File: config.mk
export PLATFORM = sky130hd
export DESIGN_NAME = rms_front
export DESIGN_NICKNAME = d
export VERILOG_FILES = /design/src/rtl/core/rms_pkg.sv /design/src/rtl/core/rms_front.sv
export SDC_FILE = /design/constraint.sdc
export NUM_CORES = 1
export LEC_CHECK = 0
export ABC_AREA = 1
export BUFFER_PORTS_ARGS = -buffer_cell sky130_fd_sc_hd__buf_2
export CORE_UTILIZATION = 48
export CTS_BUF_LIST = sky130_fd_sc_hd__clkbuf_8
export CTS_CLUSTER_DIAMETER = 50
export DETAILED_ROUTE_END_ITERATION = 6
export PLACE_DENSITY = 0.8
export SLEW_MARGIN = 20
export SYNTH_ARGS = -nofsm -noshare
export SYNTH_HDL_FRONTEND = slang
export SYNTH_SLANG_ARGS = --single-unit
File: constraint.sdc
create_clock -name clk -period 5.9 [get_ports clk]
set_clock_uncertainty 0.05 [all_clocks]
set_input_delay 0.295 -clock clk [delete_from_list [all_inputs] [get_ports clk]]
set_output_delay 0.295 -clock clk [all_outputs]
set_load 0.05 [all_outputs]
File: src/rtl/core/rms_pkg.sv
// shared types and constants for the regret matching strategy block
// no dependencies
package rms_pkg;

  localparam int MAX_ACTIONS = 16;
  localparam int MAX_BUCKETS = 256;
  localparam int STORE_DEPTH = MAX_ACTIONS * MAX_BUCKETS;
  localparam int ADDR_W      = $clog2(STORE_DEPTH);
  localparam int PROB_W      = 17;
  localparam int SUM_W       = 36;
  localparam int POS_W       = 31;
  localparam int QSTEPS      = 17;

  localparam logic [PROB_W-1:0] ONE_Q16 = 17'd65536;

  // configuration register indexes
  localparam logic [1:0] REG_LAYOUT  = 2'd0;
  localparam logic [1:0] REG_BUCKETS = 2'd1;
  localparam logic [1:0] REG_ACTIONS = 2'd2;

  typedef struct packed {
    logic              is_query;
    logic              uniform;
    logic [ADDR_W-1:0] addr;     // write address or first read address
    logic [8:0]        stride;
    logic [4:0]        na;
    logic [31:0]       data;
  } rms_cmd_t;

  // floor(65536 / actions)
  function automatic logic [PROB_W-1:0] uniform_prob(input logic [4:0] na);
    logic [PROB_W-1:0] p;
    unique case (na)
      5'd1:    p = 17'd65536;
      5'd2:    p = 17'd32768;
      5'd3:    p = 17'd21845;
      5'd4:    p = 17'd16384;
      5'd5:    p = 17'd13107;
      5'd6:    p = 17'd10922;
      5'd7:    p = 17'd9362;
      5'd8:    p = 17'd8192;
      5'd9:    p = 17'd7281;
      5'd10:   p = 17'd6553;
      5'd11:   p = 17'd5957;
      5'd12:   p = 17'd5461;
      5'd13:   p = 17'd5041;
      5'd14:   p = 17'd4681;
      5'd15:   p = 17'd4369;
      5'd16:   p = 17'd4096;
      default: p = '0;
    endcase
    return p;
  endfunction

endpackage

File: src/rtl/core/rms_front.sv
// front end: configuration registers, request acceptance and address calculation
// depends on rms_pkg
module rms_front import rms_pkg::*; (
  input  logic           clk,
  input  logic           rst_n,
  input  logic           cfg_we,
  input  logic [1:0]     cfg_index,
  input  logic [8:0]     cfg_wdata,
  input  logic           in_valid,
  output logic           in_ready,
  input  logic           in_kind,
  input  logic [7:0]     in_bucket,
  input  logic [3:0]     in_action,
  input  logic [31:0]    in_regret_value,
  input  logic           clearing,
  input  logic           q_full,
  output logic           q_push,
  output rms_cmd_t       q_cmd
);

  logic       layout_r;
  logic [8:0] buckets_r;
  logic [4:0] actions_r;
  logic [8:0] nb;
  logic [4:0] na;
  logic       b_ok, a_ok;
  logic [12:0] waddr_bm, waddr_am, qbase_bm;

  always_ff @(posedge clk) begin
    if (!rst_n) begin
      layout_r  <= 1'b0;
      buckets_r <= 9'd256;
      actions_r <= 5'd16;
    end else if (cfg_we) begin
      unique case (cfg_index)
        REG_LAYOUT:  layout_r  <= cfg_wdata[0];
        REG_BUCKETS: buckets_r <= cfg_wdata;
        REG_ACTIONS: actions_r <= cfg_wdata[4:0];
        default: ;
      endcase
    end
  end

  always_comb begin
    nb = (buckets_r > 9'(MAX_BUCKETS)) ? 9'(MAX_BUCKETS) : buckets_r;
    na = (actions_r > 5'(MAX_ACTIONS)) ? 5'(MAX_ACTIONS) : actions_r;
    b_ok = {1'b0, in_bucket} < nb;
    a_ok = {1'b0, in_action} < na;
    qbase_bm = {5'd0, in_bucket} * {8'd0, na};
    waddr_bm = qbase_bm + {9'd0, in_action};
    waddr_am = ({9'd0, in_action} * {4'd0, nb}) + {5'd0, in_bucket};
  end

  always_comb begin
    q_cmd.is_query = in_kind;
    q_cmd.uniform  = !b_ok;
    q_cmd.na       = na;
    q_cmd.data     = in_regret_value;
    q_cmd.stride   = layout_r ? nb : 9'd1;
    if (in_kind)
      q_cmd.addr = layout_r ? ADDR_W'(in_bucket) : qbase_bm[ADDR_W-1:0];
    else
      q_cmd.addr = layout_r ? waddr_am[ADDR_W-1:0] : waddr_bm[ADDR_W-1:0];
  end

  assign in_ready = !q_full && !clearing;

  // out of range writes and queries with no actions are dropped here
  assign q_push = in_valid && in_ready && (in_kind ? (na != 5'd0) : (b_ok && a_ok));

endmodule

# Word level (Yosys, flattened, before mapping)
# Cells that the tools add are included.
[word_totals]
reg_bits = 15
input_bits = 62
output_inout_bits = 62
elab_cells = 32
[classes]
add_sub_neg = 2
mul = 2
order_cmp = 4
eq_ne = 2
muxes = 7
reduce_logical = 12
[op_table]
columns = ["cell", "n"]
rows = [
  ["$mux W12", 3],
  ["$mux W9", 2],
  ["$add A12 B4 Y12", 1],
  ["$add A12 B8 Y12", 1],
  ["$mul A4 B9 Y12", 1],
  ["$mul A8 B5 Y12", 1],
  ["$gt A9 B9 Y1 const B", 1],
  ["$lt A8 B9 Y1", 1],
  ["$reduce_and A2 Y1", 3],
  ["$gt A5 B5 Y1 const B", 1],
  ["$lt A4 B5 Y1", 1],
  ["$mux W5", 1],
  ["$reduce_bool A5 Y1", 1],
  ["$logic_and A1 B1 Y1", 4],
  ["$logic_not A1 Y1", 3],
  ["$eq A2 B1 Y1 const B", 1],
  ["$eq A2 B2 Y1 const B", 1],
  ["$logic_not A2 Y1", 1],
  ["$mux W1", 1],
]

# Depth between registers and ports, before layout
# Gate-level depths: netlist of run 1.
[depth]
word_depth = 6
ltp_mapped = 25
ltp_nobuf = 25

# Worst setup path before layout of run 1
# Ideal clock, no wire load.
[synth_timing]
path_type = "register to output"
startpoint = "reg actions_r[4]"
endpoint = "out q_cmd[54] in the netlist's numbering"
arrival_time_ns = 4.513
path_slack_ns = 1.042
stages_incl_launch_ff = 17
path_buffers = 0
cell_sequence = "dfxtp_1 -> clkinv_1 -> nand2_1 -> inv_1 -> nand2_1 -> fa_1 -> fa_1 -> fa_1 -> inv_1 -> ha_1 -> nand2_2 -> nand2_2 -> nand3_2 -> nand2_2 -> nand2_1 -> nand2_1 -> o21ai_0"
[synth_rtl]
columns = ["element", "line_no", "rtl"]
rows = [
  ["start, declared", "rms_front.sv:23", "logic [4:0] actions_r;"],
  ["start signal, assigned", "rms_front.sv:38", "REG_ACTIONS: actions_r <= cfg_wdata[4:0];"],
  ["end, declared", "rms_front.sv:18", "output rms_cmd_t q_cmd"],
]

==> results of run 1 <==
-- critical path, cell delays in order (launching register included) --
cell and delay [ps]:
dfxtp_1 540, clkinv_1 240, nand2_1 280, nor2_1 110
fa_1 500, fa_1 540, inv_1 50, fa_1 540
inv_1 40, ha_1 370, or2_4 300, nand3_1 120
nand2_1 70, nand2_1 60, nand2_1 100, nor2_1 160
nand2_1 70, nand2_1 60, nand3_1 60, nand2_1 90
nand2_1 50, nand2_1 60, buf_2 250
-- state kept, by name, summed over array words and instances (netlist names) --
register / cells
buckets_r: 9
actions_r: 5
layout_r: 1
-- power groups by stage --
stage	clock, uW	combinational [uW]	sequential, uW
floorplan	0	271	112
CTS	82.4	282	112
global placement	0	276	114
global route	88.9	315	113
finish	81.5	283	112
detailed placement	0	280	114
-- per-layer routing --
layer  track usage [%]  part of all wire [%]  vias up
li1                  -                     -     2200
met5                 0                     0        -
met1              31.4                    46     2013
met4              6.54                   1.5        0
met2              41.2                    47      182
met3              1.13                   5.8       24
-- how the worst max path moves through the flow --
stage	start	to	slack (ps)	cells past startpoint
3_3_place_gp	actions_r[4]$_SDFFE_PN1P_	q_cmd[55]	1100	20
2_1_floorplan	actions_r[4]$_SDFFE_PN1P_	q_cmd[54]	1040	16
3_5_place_dp	actions_r[4]$_SDFFE_PN1P_	q_cmd[57]	970	22
5_1_grt	actions_r[4]$_SDFFE_PN1P_	q_cmd[57]	280	22
4_1_cts	actions_r[4]$_SDFFE_PN1P_	q_cmd[57]	690	22
6_report	actions_r[4]$_SDFFE_PN1P_	q_cmd[57]	650	22
-- per-stage QoR --
step / instance area (um2) / util, % / std cells / total power (uW)
6_report: 4680 / 52.6 / 824 / 476
3_3_place_gp: 4630 / 52.1 / 820 / 390
4_1_cts: 4680 / 52.6 / 824 / 476
3_5_place_dp: 4630 / 52.1 / 820 / 394
2_1_floorplan: 4510 / - / 694 / 383
5_1_grt: 4680 / 52.6 / 824 / 517
-- cells in the final DEF (no fill, tap or decap), types with 2 or more instances in the layout --
cell type | Yosys | layout
o22ai_1 | 3 | 3
o21ai_0 | 34 | 34
buf_2 | 1 | 59
nand2_1 | 145 | 145
nand3b_1 | 3 | 3
nor4_1 | 2 | 2
clkinv_1 | 3 | 3
nand2_4 | 3 | 3
nand2_2 | 12 | 12
a21o_1 | 2 | 2
nor2_1 | 104 | 104
nand3_1 | 42 | 42
a21oi_1 | 34 | 34
inv_2 | 4 | 4
nor3_1 | 2 | 2
clkbuf_8 | 2 | 3
ha_1 | 55 | 55
xnor2_1 | 4 | 4
o21bai_1 | 2 | 2
nand3_2 | 4 | 4
fa_1 | 38 | 38
inv_1 | 113 | 113
o211ai_1 | 5 | 5
nand4_1 | 2 | 2
nor2_4 | 2 | 2
xor2_1 | 4 | 4
a31oi_1 | 3 | 3
dfxtp_1 | 15 | 15
-- cells by family (layout without fill, tap and decap cells) --
| family | Yosys count | count (layout) | share of synthesized area (%) |
|---|---|---|---|
| xor+xnor | 8 | 8 | 1.55 |
| flops | 15 | 15 | 6.66 |
| fa+ha+maj | 93 | 93 | 32.2 |
| simple gates | 326 | 326 | 31.7 |
| buf+inv | 162 | 184 | 16.9 |
| compound gates | 90 | 90 | 11.1 |
-- final cells by class --
class / count / area [um2] / area share [%]
clock buffer: 3 / 41.3 / 0.882
clock inverter: 1 / 5.00 / 0.107
inverter: 120 / 450 / 9.63
multi-input combinational: 517 / 3440 / 73.6
sequential: 15 / 300 / 6.42
tap: 108 / 135 / 2.89
timing repair buffer: 60 / 303 / 6.47
==> results.json, run 1 <==
{
  "r2r_end": "actions_r[4]$_SDFFE_PN1P_",
  "cts.repair.resized": 0,
  "cts_hold_buf": 0,
  "drt_iter0_markers": 224,
  "p_comb_share_pct": 59.4,
  "worstHoldPathCells": 3,
  "p_seq_share_pct": 23.5,
  "synth.most_common_cell": "nand2_1",
  "nets": 872,
  "crit_type": "register to primary output",
  "diodes": 0,
  "synth_common_cells": "145 x nand2_1, 113 x inv_1, 104 x nor2_1, 55 x ha_1, 42 x nand3_1",
  "timing.rr.start": "actions_r[4]$_SDFFE_PN1P_",
  "p_sw_share_pct": 49.7,
  "fillers": 892,
  "synth_area_leaders": "fa_1 17%, ha_1 15%, nand2_1 12%",
  "hold_path.startpoint": "cfg_wdata[8]",
  "drv_cap": 0,
  "syn_nets": 849,
  "status": "completed",
  "yosysTopAreaCell": "fa_1",
  "cp-end-kind": "primary output",
  "syn_avg_cell_area_um2": 6.49,
  "grt-ovfl-total": 0,
  "clock.fmax_ghz": 0.190,
  "min_period_ps": 5250,
  "p_int_uw": 240,
  "worstPathArrival_ps": 4910,
  "seq_area_frac_synth_pct": 6.66,
  "reg2reg_depth": 2,
  "max-vdd-ir-drop_mv": 0.151,
  "rsz0062_at_grt": "false",
  "clockBufferDepth": 2,
  "antenna_found_initial": 0,
  "cts_max_level": 1,
  "required_ps": 5560,
  "die_h_um": 98.9,
  "routedWlPerCell_um": 13.6,
  "grt_start_max_net_pins": 26,
  "area.growth.synth_to_final_pct": 3.86,
  "core_mm2": 0.00889,
  "synth_area_mm2": 0.00451,
  "antenna_left": 0,
  "post-route-drc-count": 0,
  "num_vias": 4419,
  "p_leak_uw": 0.00271,
  "clk_transition_reported_paths_ps": 60,
  "cts_tree": "yes",
  "routed_wl_um": 11200,
  "path_max_fanout": 12,
  "drive_gt1_share_pct": 13.1,
  "syn_inst": 694,
  "finalCritPeriodShare_pct": 89.0,
  "initial_core_util_pct": 50.7,
  "first_pass_iters": 5,
  "port_buffers": 59,
  "ys_types": 43,
  "drv_slew": 0,
  "hold_end": "buckets_r[8]$_SDFFE_PN1P_",
  "synth_edf_count": 0,
  "fp.dieW_um": 98.9,
  "synthFlopType": "dfxtp_1",
  "gp_congestion": 0.904,
  "dieArea_mm2": 0.00978,
  "async_flop_share_pct": 0,
  "holdCritPathClass": "primary input to register",
  "fin_tns_setup_ps": 0,
  "power_frac_clock_pct": 17.1,
  "fin_ws_ps": 648,
  "root_buffer": "clkbuf_8",
  "hold_ws_ps": 231,
  "grt_pass1_wl_um": 19000,
  "cellPowerDensity_mw_per_mm2": 102,
  "hpwlAfterDp_um": 9550,
  "setup_violations": 0,
  "r2r_slack_ps": 4760,
  "start_kind": "register",
  "vias_per_cell": 5.36,
  "ys_ff_latch": 15,
  "synth_top_area_share_pct": 16.9,
  "power_switching_uw": 237,
  "tightest_slew_ps": 710,
  "row_count": 34,
  "grt_pass1_vias": 4260,
  "post_cts_buffers": 0,
  "cts_sinks": 15,
  "yosys_warnings": 0,
  "cts_made_buffers": 3,
  "insertion_delay_ps": 240,
  "preCtsSetupSlack_ps": 975,
  "ioPinCount": 124,
  "hold_violations": 0,
  "maxSlewHeadroom_pct": 52.6,
  "track_usage_pct": 23.5
}
Note: power is estimated with default switching activity, not from simulation.
==> run 2, diff against run 1 <==
==> constraint.sdc (replaced) <==
create_clock -name clk -period 6.4 [get_ports clk]
set_clock_uncertainty 0.05 [all_clocks]
set_input_delay 0.32 -clock clk [delete_from_list [all_inputs] [get_ports clk]]
set_output_delay 0.32 -clock clk [all_outputs]
set_load 0.05 [all_outputs]
==> run 2 against run 1 <==
Effect of this change: sequential share of layout area unchanged; critical endpoint is now q_cmd[55]; clock power is 6.9% lower; total power is 7.7% lower; wire length is 0.48% lower; register-to-register slack better by 550 ps; critical path depth is 2 lower.
==> results.json, run 2 (synthesized netlist as in run 1, its figures left out) <==
{
  "status": "completed",
  "root_buffer": "clkbuf_8",
  "die_h_um": 98.9,
  "num_vias": 4367,
  "drive_gt1_share_pct": 13.1,
  "preCtsSetupSlack_ps": 1450,
  "row_count": 34,
  "drv_slew": 0,
  "grt_pass1_wl_um": 19000,
  "setup_violations": 0,
  "layout_common_cells": "145 x nand2_1, 113 x inv_1, 104 x nor2_1",
  "p_comb_share_pct": 59.3,
  "min_period_ps": 5230,
  "maxSlewHeadroom_pct": 51.6,
  "power_frac_clock_pct": 17.3,
  "largest_reg_flops": 9,
  "ioPinCount": 124,
  "rsz0062_at_grt": "false",
  "power_switching_uw": 219,
  "routed_wl_um": 11200,
  "path_max_fanout": 12,
  "cts_sinks": 15,
  "clk_transition_reported_paths_ps": 60,
  "track_usage_pct": 23.6,
  "p_sw_share_pct": 49.8,
  "first_pass_iters": 5,
  "regArea_um2": 300,
  "antenna_left": 0,
  "hold_violations": 0,
  "worstPathArrival_ps": 4860,
  "core_mm2": 0.00889,
  "holdCritPathClass": "primary input to register",
  "max-vdd-ir-drop_mv": 0.167,
  "post-route-drc-count": 0,
  "hpwlAfterDp_um": 9500,
  "routedWlPerCell_um": 13.5,
  "nets": 872,
  "p_int_uw": 221,
  "p_seq_share_pct": 23.4,
  "cp-end-kind": "primary output",
  "finalCritPeriodShare_pct": 81.7,
  "clockBufferDepth": 2,
  "gp_congestion": 0.904,
  "cellPowerDensity_mw_per_mm2": 94.0,
  "drt_iter0_markers": 217,
  "multiInputGateArea_mm2": 0.00344,
  "antenna_found_initial": 0,
  "cts_hold_buf": 0,
  "cts.repair.resized": 0,
  "tightest_slew_ps": 725,
  "drv_cap": 0,
  "insertion_delay_ps": 250,
  "area.growth.synth_to_final_pct": 3.86,
  "diodes": 0,
  "final_common_cell": "nand2_1",
  "fin_ws_ps": 1170,
  "vias_per_cell": 5.30,
  "p_leak_uw": 0.00271,
  "initial_core_util_pct": 50.7,
  "required_ps": 6030,
  "clock.fmax_ghz": 0.191,
  "crit_type": "register to primary output",
  "grt_pass1_vias": 4256,
  "top_register": "buckets_r",
  "fin_tns_setup_ps": 0,
  "post_cts_buffers": 0,
  "dieArea_mm2": 0.00978,
  "cts_max_level": 1,
  "start_kind": "register",
  "grt_start_max_net_pins": 26,
  "grt-ovfl-total": 0,
  "fillers": 891,
  "port_buffers": 59,
  "cts_made_buffers": 3,
  "cts_tree": "yes",
  "top_regs": "buckets_r: 9 flops, actions_r: 5 flops, layout_r: 1 flops",
  "fp.dieW_um": 98.9
}
==> run 2: worst paths after layout <==
check	startpoint	endpoint	slack (ps)	cells past startpoint
worst max register to register	actions_r[4]$_SDFFE_PN1P_	actions_r[4]$_SDFFE_PN1P_	5310	2
worst min-delay path	cfg_wdata[7]	buckets_r[7]$_SDFFE_PN0P_	250	3
worst max-delay path	actions_r[4]$_SDFFE_PN1P_	q_cmd[55]	1170	20
worst min register to register	buckets_r[4]$_SDFFE_PN0P_	buckets_r[4]$_SDFFE_PN0P_	440	2
==> run 2: layer usage <==
layer | vias to the layer above | share of wire (%) | GRT usage (%)
li1 | 2205 | - | -
met1 | 1972 | 45 | 30.4
met2 | 167 | 47 | 42.5
met3 | 23 | 7.0 | 2.13
met4 | 0 | 1.4 | 5.86
met5 | - | 0 | 0
==> run 2: final cells by class <==
| type | instances | area share [%] |
|---|---|---|
| Clock buffer | 3 | 0.882 |
| Tap cell | 108 | 2.89 |
| Sequential cell | 15 | 6.42 |
| Inverter | 120 | 9.63 |
| Multi-Input combinational cell | 517 | 73.6 |
| Timing Repair Buffer | 60 | 6.47 |
| Clock inverter | 1 | 0.107 |
==> run 2: critical path: stages (launching register included) <==
cell	delay [ps]
dfxtp_1	520
clkinv_1	230
nand2_1	270
nor2_1	110
fa_1	500
fa_1	540
inv_1	60
fa_1	540
inv_1	40
ha_1	370
or2_4	300
nand3_2	100
nand3_1	90
nand2_2	120
nand2_2	80
o21ai_0	150
nand3_1	80
nand2_1	100
nand2_1	60
o21ai_2	70
buf_2	270
==> run 2: power by group through the flow <==
stage	clock, uW	combinational, uW	sequential (uW)
global route	83.2	291	104
floorplan	0	250	103
finish	75.9	261	103
detailed placement	0	258	105
CTS	77.1	260	103
global placement	0	254	105
==> run 2: per-stage QoR <==
step	util, %	std cells	hold slack [ps]	instance area [um2]	total power (uW)
floorplan	-	694	394	4510	353
global placement	52.1	820	411	4630	359
detailed placement	52.1	820	422	4630	363
CTS	52.6	824	252	4680	440
global route	52.6	824	265	4680	478
finish	52.6	824	253	4680	440
==> run 3, diff against run 2 <==
--- a/config.mk
+++ b/config.mk
@@ -11,7 +11,7 @@
 export CTS_BUF_LIST = sky130_fd_sc_hd__clkbuf_8
 export CTS_CLUSTER_DIAMETER = 50
 export DETAILED_ROUTE_END_ITERATION = 6
-export PLACE_DENSITY = 0.8
+export PLACE_DENSITY = 0.83
 export SLEW_MARGIN = 20
 export SYNTH_ARGS = -nofsm -noshare
 export SYNTH_HDL_FRONTEND = slang
==> constraint.sdc (replaced) <==
create_clock -name clk -period 4.5 [get_ports clk]
set_clock_uncertainty 0.05 [all_clocks]
set_input_delay 0.225 -clock clk [delete_from_list [all_inputs] [get_ports clk]]
set_output_delay 0.225 -clock clk [all_outputs]
set_load 0.05 [all_outputs]
==> run 3 against run 2 <==
Effect of this change: the run now ends with negative setup slack left; clock power is 42% higher; sequential power grew 42%; sequential share of layout area is 0.70 points lower; register-to-register slack got worse by 1800 ps; non-clock buffer count grew 27; critical path depth down 1; total power increased by 65%; utilization increased by 6.7 points; final cell count increased by 3.3%; largest cell class unchanged; largest power group unchanged; flip-flop and latch count unchanged; count of clock-buffer cells in the layout did not move; die area unchanged.
==> results.json, run 3 (synthesized netlist as in run 1, its figures left out) <==
{
  "insertion_delay_ps": 240,
  "clk_transition_reported_paths_ps": 60,
  "antenna_found_initial": 0,
  "layout_common_cells": "130 x nand2_1, 106 x inv_1, 92 x nor2_1",
  "cp-startpoint": "buckets_r[7]$_SDFFE_PN0P_",
  "port_buffers": 59,
  "top_register": "buckets_r",
  "drv_cap": 0,
  "hpwlAfterDp_um": 9670,
  "diodes": 0,
  "cp-end-kind": "primary output",
  "worstPathArrival_ps": 4360,
  "clock.fmax_ghz": 0.216,
  "fin_ws_ps": -131,
  "setup_violations": 7,
  "min_period_ps": 4630,
  "drive_gt1_share_pct": 25.4,
  "crit_type": "register to primary output",
  "start_kind": "register",
  "num_vias": 4578,
  "p_leak_uw": 0.00292,
  "core_mm2": 0.00889,
  "holdCritPathClass": "primary input to register",
  "wl_met2_um": 5950,
  "max-vdd-ir-drop_mv": 0.211,
  "hold_path.startpoint": "cfg_wdata[8]",
  "largest_reg_flops": 9,
  "total_power_uw": 724,
  "vias_per_cell": 5.38,
  "root_buffer": "clkbuf_8",
  "drv_slew": 0,
  "fp.dieW_um": 98.9,
  "cts_made_buffers": 3,
  "row_count": 34,
  "required_ps": 4220,
  "fin_tns_setup_ps": -351,
  "cellPowerDensity_mw_per_mm2": 137,
  "post-route-drc-count": 0,
  "nets": 899,
  "drt_iter0_markers": 281,
  "route.met3.wl_um": 839,
  "routed_wl_um": 12400,
  "ioPinCount": 124,
  "track_usage_pct": 24.6,
  "area.growth.synth_to_final_pct": 17.1,
  "dieArea_mm2": 0.00978,
  "timing.rr.start": "layout_r$_SDFFE_PN0P_",
  "grt_pass1_wl_um": 19700,
  "finalCritPeriodShare_pct": 103,
  "dr.max_layer_used": "met4",
  "hold_violations": 0,
  "clockBufferDepth": 2,
  "cts_tree": "yes",
  "maxSlewHeadroom_pct": 51.1,
  "rsz0062_at_grt": "true",
  "gp_congestion": 0.890,
  "status": "finished, violations left",
  "path_max_fanout": 6,
  "grt_start_max_net_pins": 26,
  "met1Wirelength_um": 5170,
  "cts_max_level": 1,
  "die_h_um": 98.9,
  "violations": "negative setup slack",
  "grt-ovfl-total": 0,
  "first_pass_iters": 5,
  "final_common_cell": "nand2_1",
  "cts_sinks": 15,
  "tightest_slew_ps": 733,
  "antenna_left": 0,
  "grt_pass1_vias": 4369,
  "top_regs": "buckets_r: 9 flops, actions_r: 5 flops, layout_r: 1 flops",
  "routedWlPerCell_um": 14.5,
  "initial_core_util_pct": 50.7
}
-- run 3: cell count changes in the layout (fill, tap and decap cells not counted), sizes merged --
| cell | delta |
|---|---|
| buf | +27 |
-- run 3: metrics by stage --
stage / util (%) / instances / hold WS [ps] / instance area [um2] / setup slack (ps)
after floorplan: - / 694 / 305 / 4510 / -48.0
after global placement: 54.1 / 843 / 400 / 4810 / 70.1
after detailed placement: 54.1 / 843 / 400 / 4810 / -91.3
after CTS: 56.3 / 848 / 147 / 5010 / 5.52
after global routing: 59.3 / 851 / 183 / 5280 / -306
final: 59.3 / 851 / 147 / 5280 / -131
-- run 3: routing by layer --
metal  vias to the layer above  global-route usage, %
met3                        47                   2.27
met1                      2086                   31.6
met5                         -                      0
li1                       2256                      -
met4                         0                   8.38
met2                       189                   43.1
-- run 3: final cells by class --
cell class | instances | area [um2]
Multi-Input combinational cell | 517 | 3770
Fill cell | 771 | 3620
Clock inverter | 1 | 5.00
Clock buffer | 3 | 41.3
Tap cell | 108 | 135
Inverter | 120 | 452
Sequential cell | 15 | 302
Timing Repair Buffer | 87 | 567
-- run 3: final timing paths --
| path | endpoint | slack [ps] | cells after the start |
|---|---|---|---|
| min | buckets_r[8]$_SDFFE_PN1P_ | 150 | 3 |
| max | q_cmd[50] | -130 | 19 |
| max reg2reg | layout_r$_SDFFE_PN0P_ | 3480 | 3 |
| min reg2reg | buckets_r[5]$_SDFFE_PN0P_ | 470 | 2 |
-- run 3: worst max-delay path: stages (launching register included) --
cell and delay, ps:
dfxtp_2 340, nor4_4 280, a31oi_2 160, inv_2 120, buf_4 120, buf_4 100, nand3_2 70, fa_1 550
fa_2 460, fa_1 510, inv_1 60, ha_4 250, nand2_2 90, nand3_2 140, a21oi_1 210, o21ai_0 200
o31ai_1 110, nand2_1 90, nand2_2 100, buf_8 150
-- run 3: repair_timing --
item,in CTS,in global routing
hold buffers,0,0
resized for setup,36,71
pin swaps,11,34
setup endpoints to repair,7,8
buffers inserted,1,3
-- run 3: power breakdown --
group          internal, uW  total (uW)  switching (uW)
registers               140         146            6.55
clock network          61.2         108            46.6
logic                   169         469             300
total                   371         724             353
