`config.mk`:
```
export PLATFORM = sky130hd
export DESIGN_NAME = rms_queue
export DESIGN_NICKNAME = d
export VERILOG_FILES = /design/src/rtl/core/rms_pkg.sv /design/src/rtl/core/rms_queue.sv
export SDC_FILE = /design/constraint.sdc
export NUM_CORES = 1
export LEC_CHECK = 0
export ABC_AREA = 1
export BUFFER_PORTS_ARGS = -buffer_cell sky130_fd_sc_hd__buf_2
export CORE_ASPECT_RATIO = 0.75
export CORE_MARGIN = 4
export CORE_UTILIZATION = 56
export CTS_CLUSTER_SIZE = 25
export DETAILED_ROUTE_END_ITERATION = 8
export PLACE_DENSITY = 0.84
export SYNTH_ARGS = -nofsm -noshare
export SYNTH_HDL_FRONTEND = slang
export SYNTH_SLANG_ARGS = --single-unit
```
`constraint.sdc`:
```
create_clock -name clk -period 6.1 [get_ports clk]
set_input_delay 0.61 -clock clk [delete_from_list [all_inputs] [get_ports clk]]
set_output_delay 0.61 -clock clk [all_outputs]
set_load 0.03 [all_outputs]
```
`src/rtl/core/rms_pkg.sv`:
```
// shared types and constants for the regret matching strategy block
// no dependencies
package rms_pkg;

  localparam int MAX_ACTIONS = 16;
  localparam int MAX_BUCKETS = 256;
  localparam int STORE_DEPTH = MAX_ACTIONS * MAX_BUCKETS;
  localparam int ADDR_W      = $clog2(STORE_DEPTH);
  localparam int PROB_W      = 17;
  localparam int SUM_W       = 36;
  localparam int POS_W       = 31;
  localparam int QSTEPS      = 17;

  localparam logic [PROB_W-1:0] ONE_Q16 = 17'd65536;

  // configuration register indexes
  localparam logic [1:0] REG_LAYOUT  = 2'd0;
  localparam logic [1:0] REG_BUCKETS = 2'd1;
  localparam logic [1:0] REG_ACTIONS = 2'd2;

  typedef struct packed {
    logic              is_query;
    logic              uniform;
    logic [ADDR_W-1:0] addr;     // write address or first read address
    logic [8:0]        stride;
    logic [4:0]        na;
    logic [31:0]       data;
  } rms_cmd_t;

  // floor(65536 / actions)
  function automatic logic [PROB_W-1:0] uniform_prob(input logic [4:0] na);
    logic [PROB_W-1:0] p;
    unique case (na)
      5'd1:    p = 17'd65536;
      5'd2:    p = 17'd32768;
      5'd3:    p = 17'd21845;
      5'd4:    p = 17'd16384;
      5'd5:    p = 17'd13107;
      5'd6:    p = 17'd10922;
      5'd7:    p = 17'd9362;
      5'd8:    p = 17'd8192;
      5'd9:    p = 17'd7281;
      5'd10:   p = 17'd6553;
      5'd11:   p = 17'd5957;
      5'd12:   p = 17'd5461;
      5'd13:   p = 17'd5041;
      5'd14:   p = 17'd4681;
      5'd15:   p = 17'd4369;
      5'd16:   p = 17'd4096;
      default: p = '0;
    endcase
    return p;
  endfunction

endpackage

```
`src/rtl/core/rms_queue.sv`:
```
// two entry request queue between front end and back end
// depends on rms_pkg
module rms_queue import rms_pkg::*; (
  input  logic     clk,
  input  logic     rst_n,
  input  logic     push,
  input  rms_cmd_t push_cmd,
  output logic     full,
  input  logic     pop,
  output logic     not_empty,
  output rms_cmd_t head
);

  rms_cmd_t   ent_r [2];
  logic       wp_r, rp_r;
  logic [1:0] cnt_r;

  always_ff @(posedge clk) begin
    if (!rst_n) begin
      wp_r  <= 1'b0;
      rp_r  <= 1'b0;
      cnt_r <= 2'd0;
    end else begin
      if (push) wp_r <= !wp_r;
      if (pop) rp_r <= !rp_r;
      cnt_r <= cnt_r + 2'(push) - 2'(pop);
    end
  end

  always_ff @(posedge clk) begin
    if (push) ent_r[wp_r] <= push_cmd;
  end

  assign full      = cnt_r == 2'd2;
  assign not_empty = cnt_r != 2'd0;
  assign head      = ent_r[rp_r];

endmodule

```
## Word-level counts from Yosys, hierarchy flattened

Memories as Yosys holds them, arrays and structs flattened. A register that Yosys moved wholly into a read port is not among the register bits.
Index checks and enable logic that the tools add are counted.
W data, S select, Z words.

- Add/sub/neg operators: 2
- Equality and inequality tests: 1
- Muxes and demuxes: 4
- Reductions and logical operators: 3

Operator list:

| kind | count |
|---|---|
| $mux W1 | 4 |
| $add A2 B1 Y2 | 1 |
| $eq A2 B2 Y1 const B | 1 |
| $logic_not A1 Y1 | 2 |
| $reduce_bool A2 Y1 | 1 |
| $sub A2 B1 Y2 | 1 |

- Flip-flop bits (word level): 4
- Memory bits (writable): 120
- Input port bits: 64
- Output and inout bits: 62
- Word-level logic and storage cells: 14
- Memories kept: 1

Memory list:

| memory | depth | bits a word | read ports | clocked after memory_dff | write ports | line | source |
|---|---|---|---|---|---|---|---|
| ent_r | 2 | 60 | 1 | 1 | 1 | rms_queue.sv:14 | `rms_cmd_t ent_r [2];` |

## Depth between registers and ports, before layout

Gate-level depths: netlist of the first run.

- Depth in word-level cells: 3
- Gate-level depth with buffers: 7
- Mapped depth without buffers: 7

## Least setup slack after synthesis of the first run

OpenSTA, ideal clock, no wires.

- Path kind: input -> register
- Start point: in push
- End point: mem ent_r[0][0] (netlist bit) (enable)
- Library setup time: 480 ps
- Arrival time: 3,167 ps
- Required time: 5,620 ps
- Path slack: 2,453 ps
- Stages: 2
- Path buffers: 0
- Cell sequence: inv_1 -> nor2_1

- Longest elaborated chain between the ends: 2

RTL lines:

| item | line | source |
|---|---|---|
| start, declared | rms_queue.sv:6 | `input logic push,` |
| $mux W1 | rms_queue.sv:31 | `if (push) ent_r[wp_r] <= push_cmd;` |
| $mux W1 (implied by the code) | rms_queue.sv:31 |  |
| end, declared | rms_queue.sv:14 |  |

No other way between the ends.

==> results of run 1 <==
[critical path: cells and delay by family (launching register included)]
kind                   cells  cell delay (ns)
DFF                        1             1.08
muxes                      1             0.36
buffers and inverters      1             0.18
[sequential cells by signal (all words and copies together), names as in the netlist, named ones only]
| register | cells |
|---|---|
| cnt_r | 2 |
| wp_r | 1 |
| rp_r | 1 |
| ent_r | 120 |
[cell families after synthesis]
group | Yosys count
adders and majority gates | 2
buffers and inverters | 14
muxes | 60
and+or+nand+nor | 18
AOI/OAI and AO/OA | 1
DFF | 125
[through the flow]
step / instances / instance area, um2 / power, mW / worst slack [ns] / util
final: 479 / 6110 / 2.26 / 3.43 / 0.723
after global routing: 479 / 6110 / 2.35 / 3.34 / 0.723
after CTS: 479 / 6110 / 2.28 / 3.41 / 0.723
after detailed placement: 448 / 5520 / 1.29 / 3.72 / 0.653
after global placement: 448 / 5520 / 1.28 / 3.80 / 0.653
after floorplan: 220 / 4860 / 1.22 / 2.45 / -
[layout make-up]
class / instances / area (um2) / area share
clock inverters: 14 / 171 / 0.0280
inverters: 7 / 26.3 / 0.00430
clock buffers: 17 / 425 / 0.0696
multi-input cells: 81 / 1010 / 0.165
flip-flops and latches: 125 / 3710 / 0.606
repair buffers: 127 / 641 / 0.105
well taps: 108 / 135 / 0.0221
[per-layer routing]
layer / share of wire / up-vias / routed length [um]
li1: - / 1128 / -
met1: 0.38 / 1147 / 3170
met2: 0.51 / 96 / 4190
met3: 0.10 / 6 / 830
met4: 0.0073 / 0 / 60
met5: 0 / - / 0
[power by group]
part	switching [mW]	internal (mW)	total [mW]
logic	0.144	0.104	0.248
registers	0.0287	0.994	1.02
clock network	0.346	0.640	0.986
[path summary, 6_finish.rpt]
check | from | to | depth (start not counted)
setup / recovery | register | head[42] | 2
hold / removal | push_cmd[31] | ent_r[1][31] | 1
setup reg to reg | wp_r | ent_r[0][15] | 2
hold reg to reg | rp_r | rp_r | 2
[cells in the final DEF (no fill, tap or decap)]
cell	synthesis	routed
sky130_fd_sc_hd__dfxtp_4	0	1
sky130_fd_sc_hd__buf_4	0	2
sky130_fd_sc_hd__clkbuf_16	0	17
sky130_fd_sc_hd__clkinv_2	0	3
sky130_fd_sc_hd__mux2_4	60	60
sky130_fd_sc_hd__inv_2	0	1
sky130_fd_sc_hd__clkinv_4	0	4
sky130_fd_sc_hd__clkinvlp_4	0	3
sky130_fd_sc_hd__ha_1	2	2
sky130_fd_sc_hd__nand2_1	9	9
sky130_fd_sc_hd__inv_1	7	6
sky130_fd_sc_hd__bufinv_16	0	3
sky130_fd_sc_hd__a21oi_1	1	1
sky130_fd_sc_hd__inv_6	0	1
sky130_fd_sc_hd__nor2_1	8	7
sky130_fd_sc_hd__edfxtp_1	120	120
sky130_fd_sc_hd__nand3_1	1	1
sky130_fd_sc_hd__buf_2	0	125
sky130_fd_sc_hd__nor2_4	0	1
sky130_fd_sc_hd__dfxtp_1	5	4
==> metrics.txt, run 1 <==
# TYPE chip_impl_metric gauge
chip_impl_info{name="status",value="complete, no violations"} 1
chip_impl_metric{name="synth_mux_area_frac",unit=""} 0.185
chip_impl_metric{name="clock-skew-final",unit="ns"} 0.00660
chip_impl_metric{name="tightestPinTransition",unit="ns"} 1.12
chip_impl_metric{name="synth_largest_type_area_fraction",unit=""} 0.741
chip_impl_info{name="synthMostInstantiatedCell",value="sky130_fd_sc_hd__edfxtp_1"} 1
chip_impl_metric{name="die_width",unit="um"} 116
chip_impl_metric{name="hold_viol",unit=""} 0
chip_impl_metric{name="route.vias.total",unit=""} 2377
chip_impl_metric{name="cpPeakStageDelay",unit="ns"} 1.08
chip_impl_metric{name="async_flop_share",unit=""} 0
chip_impl_metric{name="met2_usage",unit=""} 0.286
chip_impl_info{name="critical_path.cell_chain",value="mux2_4 > buf_2"} 1
chip_impl_metric{name="vdd_ir_drop_max",unit="mV"} 0.225
chip_impl_metric{name="cts-hold-fix-buffers",unit=""} 0
chip_impl_metric{name="pwr_density",unit="nW/um2"} 369
chip_impl_info{name="synth_flop_cell",value="sky130_fd_sc_hd__edfxtp_1"} 1
chip_impl_metric{name="grt_start_max_net_pins",unit=""} 61
chip_impl_metric{name="clock_latency_of_the_later_clocked_register_in_the_worst_skew_pair",unit="ns"} 0.39
chip_impl_metric{name="tritoncts.num_buffers",unit=""} 17
chip_impl_metric{name="post_route_drc_violation_count",unit=""} 0
chip_impl_metric{name="io_buffer_count",unit=""} 125
chip_impl_metric{name="power_leakage",unit="nW"} 2.51
chip_impl_info{name="critical_path.slowest_cell",value="sky130_fd_sc_hd__dfxtp_4"} 1
chip_impl_metric{name="post_synth_xor_area_fraction",unit=""} 0
chip_impl_metric{name="count_of_synthesis_stage_warnings_from_yosys",unit=""} 0
chip_impl_metric{name="areaGrowthSynthToFinish",unit="%"} 25.8
chip_impl_metric{name="clock_sink_count",unit=""} 125
chip_impl_info{name="synth_top_family_by_area",value="multiplexers"} 1
chip_impl_metric{name="hold_ws",unit="ns"} 0.399
chip_impl_metric{name="grtUsageMet3",unit=""} 0.0759
chip_impl_metric{name="fp-row-count",unit=""} 29
chip_impl_metric{name="cts_resized",unit=""} 0
chip_impl_metric{name="antenna_violating_nets_post_route",unit=""} 0
chip_impl_metric{name="dr.first_iter.drc_count",unit=""} 59
chip_impl_metric{name="design.core.area",unit="um2"} 8450
chip_impl_info{name="timing.setup.critical_path_class",value="register to output port"} 1
chip_impl_metric{name="synth_compound_area_frac",unit=""} 0.00103
chip_impl_metric{name="finalSetupTns",unit="ns"} 0
chip_impl_info{name="synth_top_cell_by_area",value="sky130_fd_sc_hd__edfxtp_1"} 1
chip_impl_metric{name="grt_usage",unit=""} 0.165
chip_impl_metric{name="fin_crit_sh",unit=""} 0.438
chip_impl_info{name="worstSetupStartpointType",value="register"} 1
chip_impl_metric{name="wire_length_of_the_first_global_routing_pass",unit="mm"} 12.1
chip_impl_metric{name="die_area",unit="um2"} 10300
chip_impl_metric{name="drive_above_1_share",unit=""} 0.596
chip_impl_metric{name="cts.path.max_buffers",unit=""} 2
chip_impl_metric{name="io-pin-count",unit=""} 126
chip_impl_metric{name="synthCells",unit=""} 220
chip_impl_metric{name="clkSlewWorstSetupHoldPaths",unit="ns"} 0.05
chip_impl_metric{name="routabilityCongestion",unit=""} 0.695
chip_impl_metric{name="number_of_max_cap_violations",unit=""} 0
chip_impl_metric{name="half_perimeter_wire_length_after_placement",unit="mm"} 5.46
chip_impl_metric{name="ys_seq_area_frac",unit=""} 0.762
chip_impl_metric{name="synth.avg_cell_area",unit="um2"} 22.1
chip_impl_metric{name="critPathArrivalTime",unit="ns"} 2.06
chip_impl_metric{name="globalRouteMet1Util",unit=""} 0.186
chip_impl_metric{name="fillCellCount",unit=""} 526
chip_impl_info{name="min_path_type",value="primary input to register"} 1
chip_impl_metric{name="simple_logic_cell_fraction_of_the_synthesized_area",unit=""} 0.0142
chip_impl_info{name="synthTopCellsByArea",value="sky130_fd_sc_hd__edfxtp_1 74%, sky130_fd_sc_hd__mux2_4 19%, sky130_fd_sc_hd__buf_12 2.5%"} 1
chip_impl_metric{name="post_cts_buffers",unit=""} 0
chip_impl_metric{name="post-route-min-period",unit="ns"} 2.67
chip_impl_metric{name="routed_wl",unit="mm"} 8.25
chip_impl_info{name="clk_root_buffer_cell",value="sky130_fd_sc_hd__clkbuf_16"} 1
chip_impl_info{name="tritoncts",value="yes"} 1
chip_impl_metric{name="initial_standard_cell_utilization_of_the_core",unit=""} 0.575
chip_impl_info{name="top_usage_layer",value="met2"} 1
chip_impl_metric{name="synth.lib_cells_used.distinct",unit=""} 11
chip_impl_info{name="crit_path_end_kind",value="output port"} 1
chip_impl_metric{name="synth_fp_nets",unit=""} 286
chip_impl_metric{name="nNetsFinal",unit=""} 425
chip_impl_metric{name="wl_per_cell",unit="um"} 17.2
chip_impl_metric{name="setup-violations-final",unit=""} 0
chip_impl_metric{name="grt_overflow",unit=""} 0
chip_impl_metric{name="antenna_violations_before_repair",unit=""} 0
chip_impl_metric{name="mappedNetlistArea",unit="um2"} 4860
chip_impl_metric{name="clock.fmax",unit="GHz"} 0.374
chip_impl_metric{name="timing.slew.headroom",unit=""} 0.254
chip_impl_metric{name="timing_max_transition_violations_final",unit=""} 0
chip_impl_metric{name="worst-endpoint-required",unit="ns"} 5.49
chip_impl_metric{name="r2r_setup_slack",unit="ns"} 4.18
chip_impl_metric{name="clock_tree.htree_level_count",unit=""} 4
chip_impl_info{name="synth_commonest_cells",value="120 x sky130_fd_sc_hd__edfxtp_1, 60 x sky130_fd_sc_hd__mux2_4, 9 x sky130_fd_sc_hd__nand2_1, 8 x sky130_fd_sc_hd__nor2_1, 7 x sky130_fd_sc_hd__inv_1"} 1
chip_impl_metric{name="vias_in_the_first_global_route",unit=""} 2496
chip_impl_info{name="grt_setup_unrepaired",value="no"} 1
chip_impl_metric{name="critical_path_peak_fanout",unit=""} 60
chip_impl_metric{name="route.detailed.vias_per_inst",unit=""} 4.96
chip_impl_metric{name="antenna_cells",unit=""} 0
chip_impl_metric{name="synth_fa_ha_area_frac",unit=""} 0.00515
chip_impl_metric{name="die-height",unit="um"} 88.7
chip_impl_metric{name="firstDrtPassIters",unit=""} 4
chip_impl_metric{name="yosys_register_bits",unit=""} 125
chip_impl_metric{name="synth_enable_flop_cells",unit=""} 120
(Power assumes the default switching activity.)
==> run 2, diff against run 1 <==
--- a/config.mk
+++ b/config.mk
@@ -9,10 +9,10 @@
 export BUFFER_PORTS_ARGS = -buffer_cell sky130_fd_sc_hd__buf_2
 export CORE_ASPECT_RATIO = 0.75
 export CORE_MARGIN = 4
-export CORE_UTILIZATION = 56
+export CORE_UTILIZATION = 47
 export CTS_CLUSTER_SIZE = 25
 export DETAILED_ROUTE_END_ITERATION = 8
-export PLACE_DENSITY = 0.84
+export PLACE_DENSITY = 0.75
 export SYNTH_ARGS = -nofsm -noshare
 export SYNTH_HDL_FRONTEND = slang
 export SYNTH_SLANG_ARGS = --single-unit
==> constraint.sdc (replaced) <==
create_clock -name clk -period 2.35 [get_ports clk]
set_input_delay 0.235 -clock clk [delete_from_list [all_inputs] [get_ports clk]]
set_output_delay 0.235 -clock clk [all_outputs]
set_load 0.03 [all_outputs]
==> metrics.txt, run 2 (synthesis results as in run 1) <==
# TYPE chip_impl_metric gauge
chip_impl_metric{name="post_cts_buffers",unit=""} 0
chip_impl_info{name="worst_setup_path_endpoint",value="head[16]"} 1
chip_impl_info{name="timing.setup.critical_path_class",value="register to output port"} 1
chip_impl_metric{name="die-height",unit="um"} 96.1
chip_impl_metric{name="die_area",unit="um2"} 12100
chip_impl_metric{name="areaGrowthSynthToFinish",unit="%"} 26.6
chip_impl_info{name="regToRegStartpoint",value="wp_r"} 1
chip_impl_metric{name="hold_viol",unit=""} 0
chip_impl_metric{name="design.core.area",unit="um2"} 9850
chip_impl_metric{name="routabilityCongestion",unit=""} 0.748
chip_impl_metric{name="antenna_cells",unit=""} 0
chip_impl_info{name="crit_path_end_kind",value="output port"} 1
chip_impl_metric{name="drive_above_1_share",unit=""} 0.581
chip_impl_metric{name="cts.path.max_buffers",unit=""} 2
chip_impl_metric{name="antenna_violating_nets_post_route",unit=""} 0
chip_impl_metric{name="wl_per_cell",unit="um"} 16.3
chip_impl_metric{name="worst-endpoint-required",unit="ns"} 2.12
chip_impl_metric{name="clock_sink_count",unit=""} 125
chip_impl_metric{name="net-switching-power",unit="mW"} 1.27
chip_impl_metric{name="clock_latency_of_the_later_clocked_register_in_the_worst_skew_pair",unit="ns"} 0.40
chip_impl_metric{name="firstDrtPassIters",unit=""} 4
chip_impl_metric{name="number_of_max_cap_violations",unit=""} 0
chip_impl_metric{name="initial_standard_cell_utilization_of_the_core",unit=""} 0.493
chip_impl_metric{name="io_buffer_count",unit=""} 125
chip_impl_metric{name="dp.cells",unit=""} 476
chip_impl_metric{name="route.vias.total",unit=""} 2405
chip_impl_info{name="largestRegisters",value="ent_r x120, cnt_r x2"} 1
chip_impl_metric{name="wire_length_of_the_first_global_routing_pass",unit="mm"} 12.5
chip_impl_metric{name="critical_path_peak_fanout",unit=""} 24
chip_impl_metric{name="finalSetupTns",unit="ns"} 0
chip_impl_metric{name="cpPeakStageDelay",unit="ns"} 0.56
chip_impl_metric{name="clock-skew-final",unit="ns"} 0.00839
chip_impl_metric{name="fp-row-count",unit=""} 31
chip_impl_metric{name="post-route-min-period",unit="ns"} 1.98
chip_impl_info{name="layout_common_cells",value="125 x sky130_fd_sc_hd__buf_2, 120 x sky130_fd_sc_hd__edfxtp_1, 60 x sky130_fd_sc_hd__mux2_4, 17 x sky130_fd_sc_hd__clkbuf_16, 9 x sky130_fd_sc_hd__nand2_1"} 1
chip_impl_info{name="crit-reg2reg-capture",value="ent_r[1][11]"} 1
chip_impl_info{name="status",value="complete, no violations"} 1
chip_impl_metric{name="power.combinational.fraction",unit=""} 0.121
chip_impl_metric{name="power.clock.fraction",unit=""} 0.414
chip_impl_metric{name="dr.first_iter.drc_count",unit=""} 141
chip_impl_metric{name="p_sw_frac",unit=""} 0.224
chip_impl_metric{name="io-pin-count",unit=""} 126
chip_impl_metric{name="pwr_density",unit="nW/um2"} 917
chip_impl_info{name="grt_setup_unrepaired",value="no"} 1
chip_impl_metric{name="critPathArrivalTime",unit="ns"} 1.74
chip_impl_info{name="layout_commonest_cell",value="sky130_fd_sc_hd__buf_2"} 1
chip_impl_metric{name="internal_power",unit="mW"} 4.38
chip_impl_metric{name="grt_usage",unit=""} 0.141
chip_impl_metric{name="setup-violations-final",unit=""} 0
chip_impl_metric{name="clkSlewWorstSetupHoldPaths",unit="ns"} 0.05
chip_impl_metric{name="die_width",unit="um"} 125
chip_impl_metric{name="largest_register_ffs",unit=""} 120
chip_impl_info{name="critical_path.slowest_cell",value="sky130_fd_sc_hd__dfxtp_4"} 1
chip_impl_metric{name="fin_cells",unit=""} 507
chip_impl_info{name="min_path_type",value="primary input to register"} 1
chip_impl_metric{name="power_leakage",unit="nW"} 2.51
chip_impl_info{name="tritoncts",value="yes"} 1
chip_impl_metric{name="route.detailed.vias_per_inst",unit=""} 4.74
chip_impl_metric{name="tightestPinTransition",unit="ns"} 0.519
chip_impl_metric{name="vias_in_the_first_global_route",unit=""} 2532
chip_impl_metric{name="clock_tree.htree_level_count",unit=""} 4
chip_impl_metric{name="post_route_drc_violation_count",unit=""} 0
chip_impl_metric{name="r2r_setup_slack",unit="ns"} 0.98
chip_impl_metric{name="reg2regPathDepth",unit=""} 3
chip_impl_metric{name="antenna_violations_before_repair",unit=""} 0
chip_impl_info{name="largest-register",value="ent_r"} 1
chip_impl_metric{name="p_seq_frac",unit=""} 0.465
chip_impl_metric{name="timing.slew.headroom",unit=""} 0.654
chip_impl_metric{name="clock.fmax",unit="GHz"} 0.505
chip_impl_metric{name="grt_overflow",unit=""} 0
chip_impl_info{name="critical_path.cell_chain",value="buf_12 > mux2_4 > buf_2"} 1
chip_impl_metric{name="nNetsFinal",unit=""} 431
chip_impl_metric{name="grt_start_max_net_pins",unit=""} 39
chip_impl_info{name="worstSetupStartpointType",value="register"} 1
chip_impl_metric{name="half_perimeter_wire_length_after_placement",unit="mm"} 5.77
chip_impl_info{name="clk_root_buffer_cell",value="sky130_fd_sc_hd__clkbuf_16"} 1
chip_impl_metric{name="timing_max_transition_violations_final",unit=""} 0
chip_impl_metric{name="fin_crit_sh",unit=""} 0.843
chip_impl_metric{name="tritoncts.num_buffers",unit=""} 17
chip_impl_metric{name="routed_wl",unit="mm"} 8.26
chip_impl_metric{name="vdd_ir_drop_max",unit="mV"} 0.831
==> run 2: power by group through the flow <==
stage	Combinational [mW]	Clock [mW]	Sequential, mW
after floorplan	0.518	0	2.65
after global placement	0.677	0	2.66
after detailed placement	0.689	0	2.67
after CTS	0.693	2.39	2.63
after global routing	0.730	2.52	2.63
final	0.685	2.34	2.63
==> run 2: repair_timing <==
item	CTS	global route
endpoints found under the hold margin	0	2
gates resized for setup	0	0
hold buffers	0	2
==> run 2: area by class of cell <==
type,count,area (um2)
Clock inverter,10,101
Sequential cell,125,3710
Tap cell,132,165
Clock buffer,19,433
Multi-Input combinational cell,81,1010
Inverter,7,26.3
Timing Repair Buffer,133,716
Fill cell,737,3700
==> run 2: routing by layer <==
layer,track usage,vias up,share of wire
li1,-,1135,-
met1,0.166,1173,0.43
met2,0.230,93,0.49
met3,0.0671,4,0.077
met4,0.0487,0,0.0033
met5,0,-,0
==> run 2: critical path: cells and delay by family, from the launching register on <==
family   cells  cell delay (ns)
buf+inv      2             0.44
mux          1             0.32
flops        1             0.56
==> run 2: worst min path at each step <==
stage | startpoint | to | slack, ns | cells past startpoint
global route | push_cmd[3] | ent_r[0][3] | 0.0008 | 1
global placement | push_cmd[45] | ent_r[0][45] | 0.42 | 1
finish | push_cmd[3] | ent_r[1][3] | 0.03 | 1
floorplan | rst_n | cnt_r[0] | 0.33 | 2
detailed placement | push_cmd[33] | ent_r[0][33] | 0.43 | 1
CTS | push_cmd[41] | ent_r[1][41] | 0.008 | 1
==> run 2: metrics by stage <==
step                      hold WS [ns]  utilization  power, mW  worst slack, ns  instance area [um2]
after detailed placement         0.427        0.569       3.36            0.766                 5600
after CTS                      0.00844        0.623       5.71            0.329                 6140
after global routing          0.000837        0.625       5.88            0.288                 6160
after global placement           0.422        0.569       3.34            0.775                 5600
final                           0.0267        0.625       5.65            0.370                 6160
after floorplan                  0.328            -       3.17           0.0328                 4860
==> run 3, diff against run 2 <==
==> constraint.sdc (replaced) <==
create_clock -name clk -period 1.7 [get_ports clk]
set_input_delay 0.17 -clock clk [delete_from_list [all_inputs] [get_ports clk]]
set_output_delay 0.17 -clock clk [all_outputs]
set_load 0.03 [all_outputs]
==> metrics.txt, run 3 (synthesis results as in run 1) <==
# TYPE chip_impl_metric gauge
chip_impl_metric{name="vias_in_the_first_global_route",unit=""} 3015
chip_impl_metric{name="drive_above_1_share",unit=""} 0.507
chip_impl_metric{name="tightestPinTransition",unit="ns"} 0.394
chip_impl_metric{name="timing_max_transition_violations_final",unit=""} 0
chip_impl_metric{name="tritoncts.num_buffers",unit=""} 17
chip_impl_metric{name="timing.slew.headroom",unit=""} 0.737
chip_impl_metric{name="fin_ws",unit="ns"} -0.0227
chip_impl_metric{name="cts.path.max_buffers",unit=""} 2
chip_impl_metric{name="fin_crit_sh",unit=""} 1.01
chip_impl_metric{name="vdd_ir_drop_max",unit="mV"} 0.944
chip_impl_metric{name="antenna_violating_nets_post_route",unit=""} 0
chip_impl_metric{name="clock_latency_of_the_later_clocked_register_in_the_worst_skew_pair",unit="ns"} 0.41
chip_impl_metric{name="clock_sink_count",unit=""} 125
chip_impl_metric{name="areaGrowthSynthToFinish",unit="%"} 48.0
chip_impl_metric{name="internal_power",unit="mW"} 6.48
chip_impl_metric{name="dr.first_iter.drc_count",unit=""} 186
chip_impl_metric{name="fp-row-count",unit=""} 31
chip_impl_info{name="min_path_type",value="primary input to register"} 1
chip_impl_info{name="status",value="finished with violations"} 1
chip_impl_metric{name="die_width",unit="um"} 125
chip_impl_info{name="layout_common_cells",value="120 x sky130_fd_sc_hd__edfxtp_1, 65 x sky130_fd_sc_hd__buf_2, 60 x sky130_fd_sc_hd__mux2_4, 60 x sky130_fd_sc_hd__dlygate4sd3_1, 60 x sky130_fd_sc_hd__buf_6"} 1
chip_impl_metric{name="clock_tree.htree_level_count",unit=""} 4
chip_impl_info{name="clk_root_buffer_cell",value="sky130_fd_sc_hd__clkbuf_16"} 1
chip_impl_metric{name="grt_overflow",unit=""} 0
chip_impl_metric{name="r2r_setup_slack",unit="ns"} 0.35
chip_impl_metric{name="dp.cells",unit=""} 476
chip_impl_metric{name="antenna_violations_before_repair",unit=""} 0
chip_impl_metric{name="initial_standard_cell_utilization_of_the_core",unit=""} 0.493
chip_impl_metric{name="p_sw_frac",unit=""} 0.228
chip_impl_metric{name="fin_cells",unit=""} 568
chip_impl_metric{name="routabilityCongestion",unit=""} 0.701
chip_impl_metric{name="nNetsFinal",unit=""} 489
chip_impl_metric{name="antenna_cells",unit=""} 0
chip_impl_metric{name="finalSetupTns",unit="ns"} -0.120
chip_impl_metric{name="number_of_max_cap_violations",unit=""} 0
chip_impl_metric{name="largest_register_ffs",unit=""} 120
chip_impl_metric{name="power.clock.fraction",unit=""} 0.418
chip_impl_metric{name="grt_start_max_net_pins",unit=""} 35
chip_impl_metric{name="hold_ws",unit="ns"} 0.0409
chip_impl_metric{name="critical_path_peak_fanout",unit=""} 34
chip_impl_metric{name="clock-skew-final",unit="ns"} 0.00849
chip_impl_info{name="tritoncts",value="yes"} 1
chip_impl_metric{name="design.core.area",unit="um2"} 9850
chip_impl_info{name="failing_checks",value="negative setup slack"} 1
chip_impl_info{name="layout_commonest_cell",value="sky130_fd_sc_hd__edfxtp_1"} 1
chip_impl_metric{name="die_area",unit="um2"} 12100
chip_impl_metric{name="power_leakage",unit="nW"} 2.91
chip_impl_metric{name="die-height",unit="um"} 96.1
chip_impl_info{name="largestRegisters",value="ent_r x120, cnt_r x2"} 1
chip_impl_info{name="worstSetupStartpointType",value="register"} 1
chip_impl_metric{name="grt_usage",unit=""} 0.172
chip_impl_metric{name="setup-violations-final",unit=""} 18
chip_impl_metric{name="power.combinational.fraction",unit=""} 0.152
chip_impl_metric{name="io-pin-count",unit=""} 126
chip_impl_metric{name="pwr_density",unit="nW/um2"} 1170
chip_impl_info{name="crit-reg2reg-capture",value="ent_r[1][20]"} 1
chip_impl_metric{name="wl_per_cell",unit="um"} 17.3
chip_impl_metric{name="reg2regPathDepth",unit=""} 3
chip_impl_metric{name="route.detailed.vias_per_inst",unit=""} 4.75
chip_impl_info{name="crit_path_end_kind",value="output port"} 1
chip_impl_metric{name="route.vias.total",unit=""} 2696
chip_impl_info{name="timing.setup.critical_path_class",value="register to output port"} 1
chip_impl_metric{name="clkSlewWorstSetupHoldPaths",unit="ns"} 0.05
chip_impl_metric{name="routed_wl",unit="mm"} 9.81
chip_impl_metric{name="hold_viol",unit=""} 0
chip_impl_metric{name="post-route-min-period",unit="ns"} 1.72
chip_impl_metric{name="post_route_drc_violation_count",unit=""} 0
chip_impl_metric{name="p_seq_frac",unit=""} 0.431
chip_impl_info{name="regToRegStartpoint",value="wp_r"} 1
chip_impl_metric{name="critPathArrivalTime",unit="ns"} 1.55
chip_impl_info{name="worst_setup_path_endpoint",value="head[34]"} 1
chip_impl_info{name="largest-register",value="ent_r"} 1
chip_impl_metric{name="wire_length_of_the_first_global_routing_pass",unit="mm"} 15.4
chip_impl_metric{name="clock.fmax",unit="GHz"} 0.580
chip_impl_metric{name="net-switching-power",unit="mW"} 1.91
chip_impl_metric{name="firstDrtPassIters",unit=""} 4
chip_impl_metric{name="half_perimeter_wire_length_after_placement",unit="mm"} 5.71
chip_impl_metric{name="worst-endpoint-required",unit="ns"} 1.53
chip_impl_metric{name="fillCellCount",unit=""} 594
chip_impl_metric{name="io_buffer_count",unit=""} 125
chip_impl_info{name="grt_setup_unrepaired",value="yes"} 1
chip_impl_metric{name="post-place-ws",unit="ns"} 0.350
[run 3: cell types whose count changed in the layout (fill, tap and decap cells not counted), moves of 2 or more]
cell                            previous run  this run
sky130_fd_sc_hd__buf_2                   125        65
sky130_fd_sc_hd__buf_6                     0        60
sky130_fd_sc_hd__dlygate4sd3_1             2        60
sky130_fd_sc_hd__buf_4                     4         2
sky130_fd_sc_hd__clkinv_4                  0         2
[run 3: layer usage]
layer	global-route usage	up-vias	part of all wire
li1	-	1255	-
met1	0.185	1305	0.39
met2	0.300	114	0.51
met3	0.0743	22	0.073
met4	0.0758	0	0.019
met5	0	-	0
[run 3: power groups by stage]
stage	clock (mW)	combinational (mW)	sequential, mW
floorplan	0	0.718	3.66
global placement	0	0.961	3.67
detailed placement	0	0.979	3.68
CTS	3.57	1.28	3.62
global route	3.74	1.35	3.63
finish	3.51	1.27	3.62
[run 3: critical path: stages, from the launching register on]
cell	delay, ns
sky130_fd_sc_hd__dfxtp_4	0.38
sky130_fd_sc_hd__buf_16	0.23
sky130_fd_sc_hd__mux2_4	0.35
sky130_fd_sc_hd__buf_6	0.14
[run 3: worst min path at each step]
stage	startpoint	endpoint	slack [ns]	depth (start not counted)
floorplan	rst_n	cnt_r[0]	0.26	2
global placement	push_cmd[37]	ent_r[0][37]	0.36	1
detailed placement	push_cmd[58]	ent_r[0][58]	0.36	1
CTS	rst_n	cnt_r[0]	0.0007	3
global route	pop	rp_r	0.04	3
finish	rst_n	cnt_r[0]	0.04	3
[run 3: what timing repair did]
item | CTS | global route
setup endpoints to repair | 52 | 59
resized for setup | 121 | 0
endpoints found under the hold margin | 120 | 0
buffers inserted | 0 | 0
hold buffers | 60 | 0
[run 3: cell type report]
type | count | area, um2 | share of cell area
flip-flops and latches | 125 | 3710 | 0.515
clock inverters | 13 | 149 | 0.0207
repair buffers | 191 | 1700 | 0.237
clock buffers | 19 | 433 | 0.0602
well taps | 132 | 165 | 0.0230
multi-input cells | 81 | 1010 | 0.140
inverters | 7 | 30.0 | 0.00417
[run 3: metrics by stage]
step / util / cell area, um2 / power (mW)
final: 0.730 / 7200 / 8.40
after global routing: 0.730 / 7200 / 8.71
after CTS: 0.730 / 7200 / 8.46
after detailed placement: 0.572 / 5630 / 4.65
after global placement: 0.572 / 5630 / 4.63
after floorplan: - / 4870 / 4.38
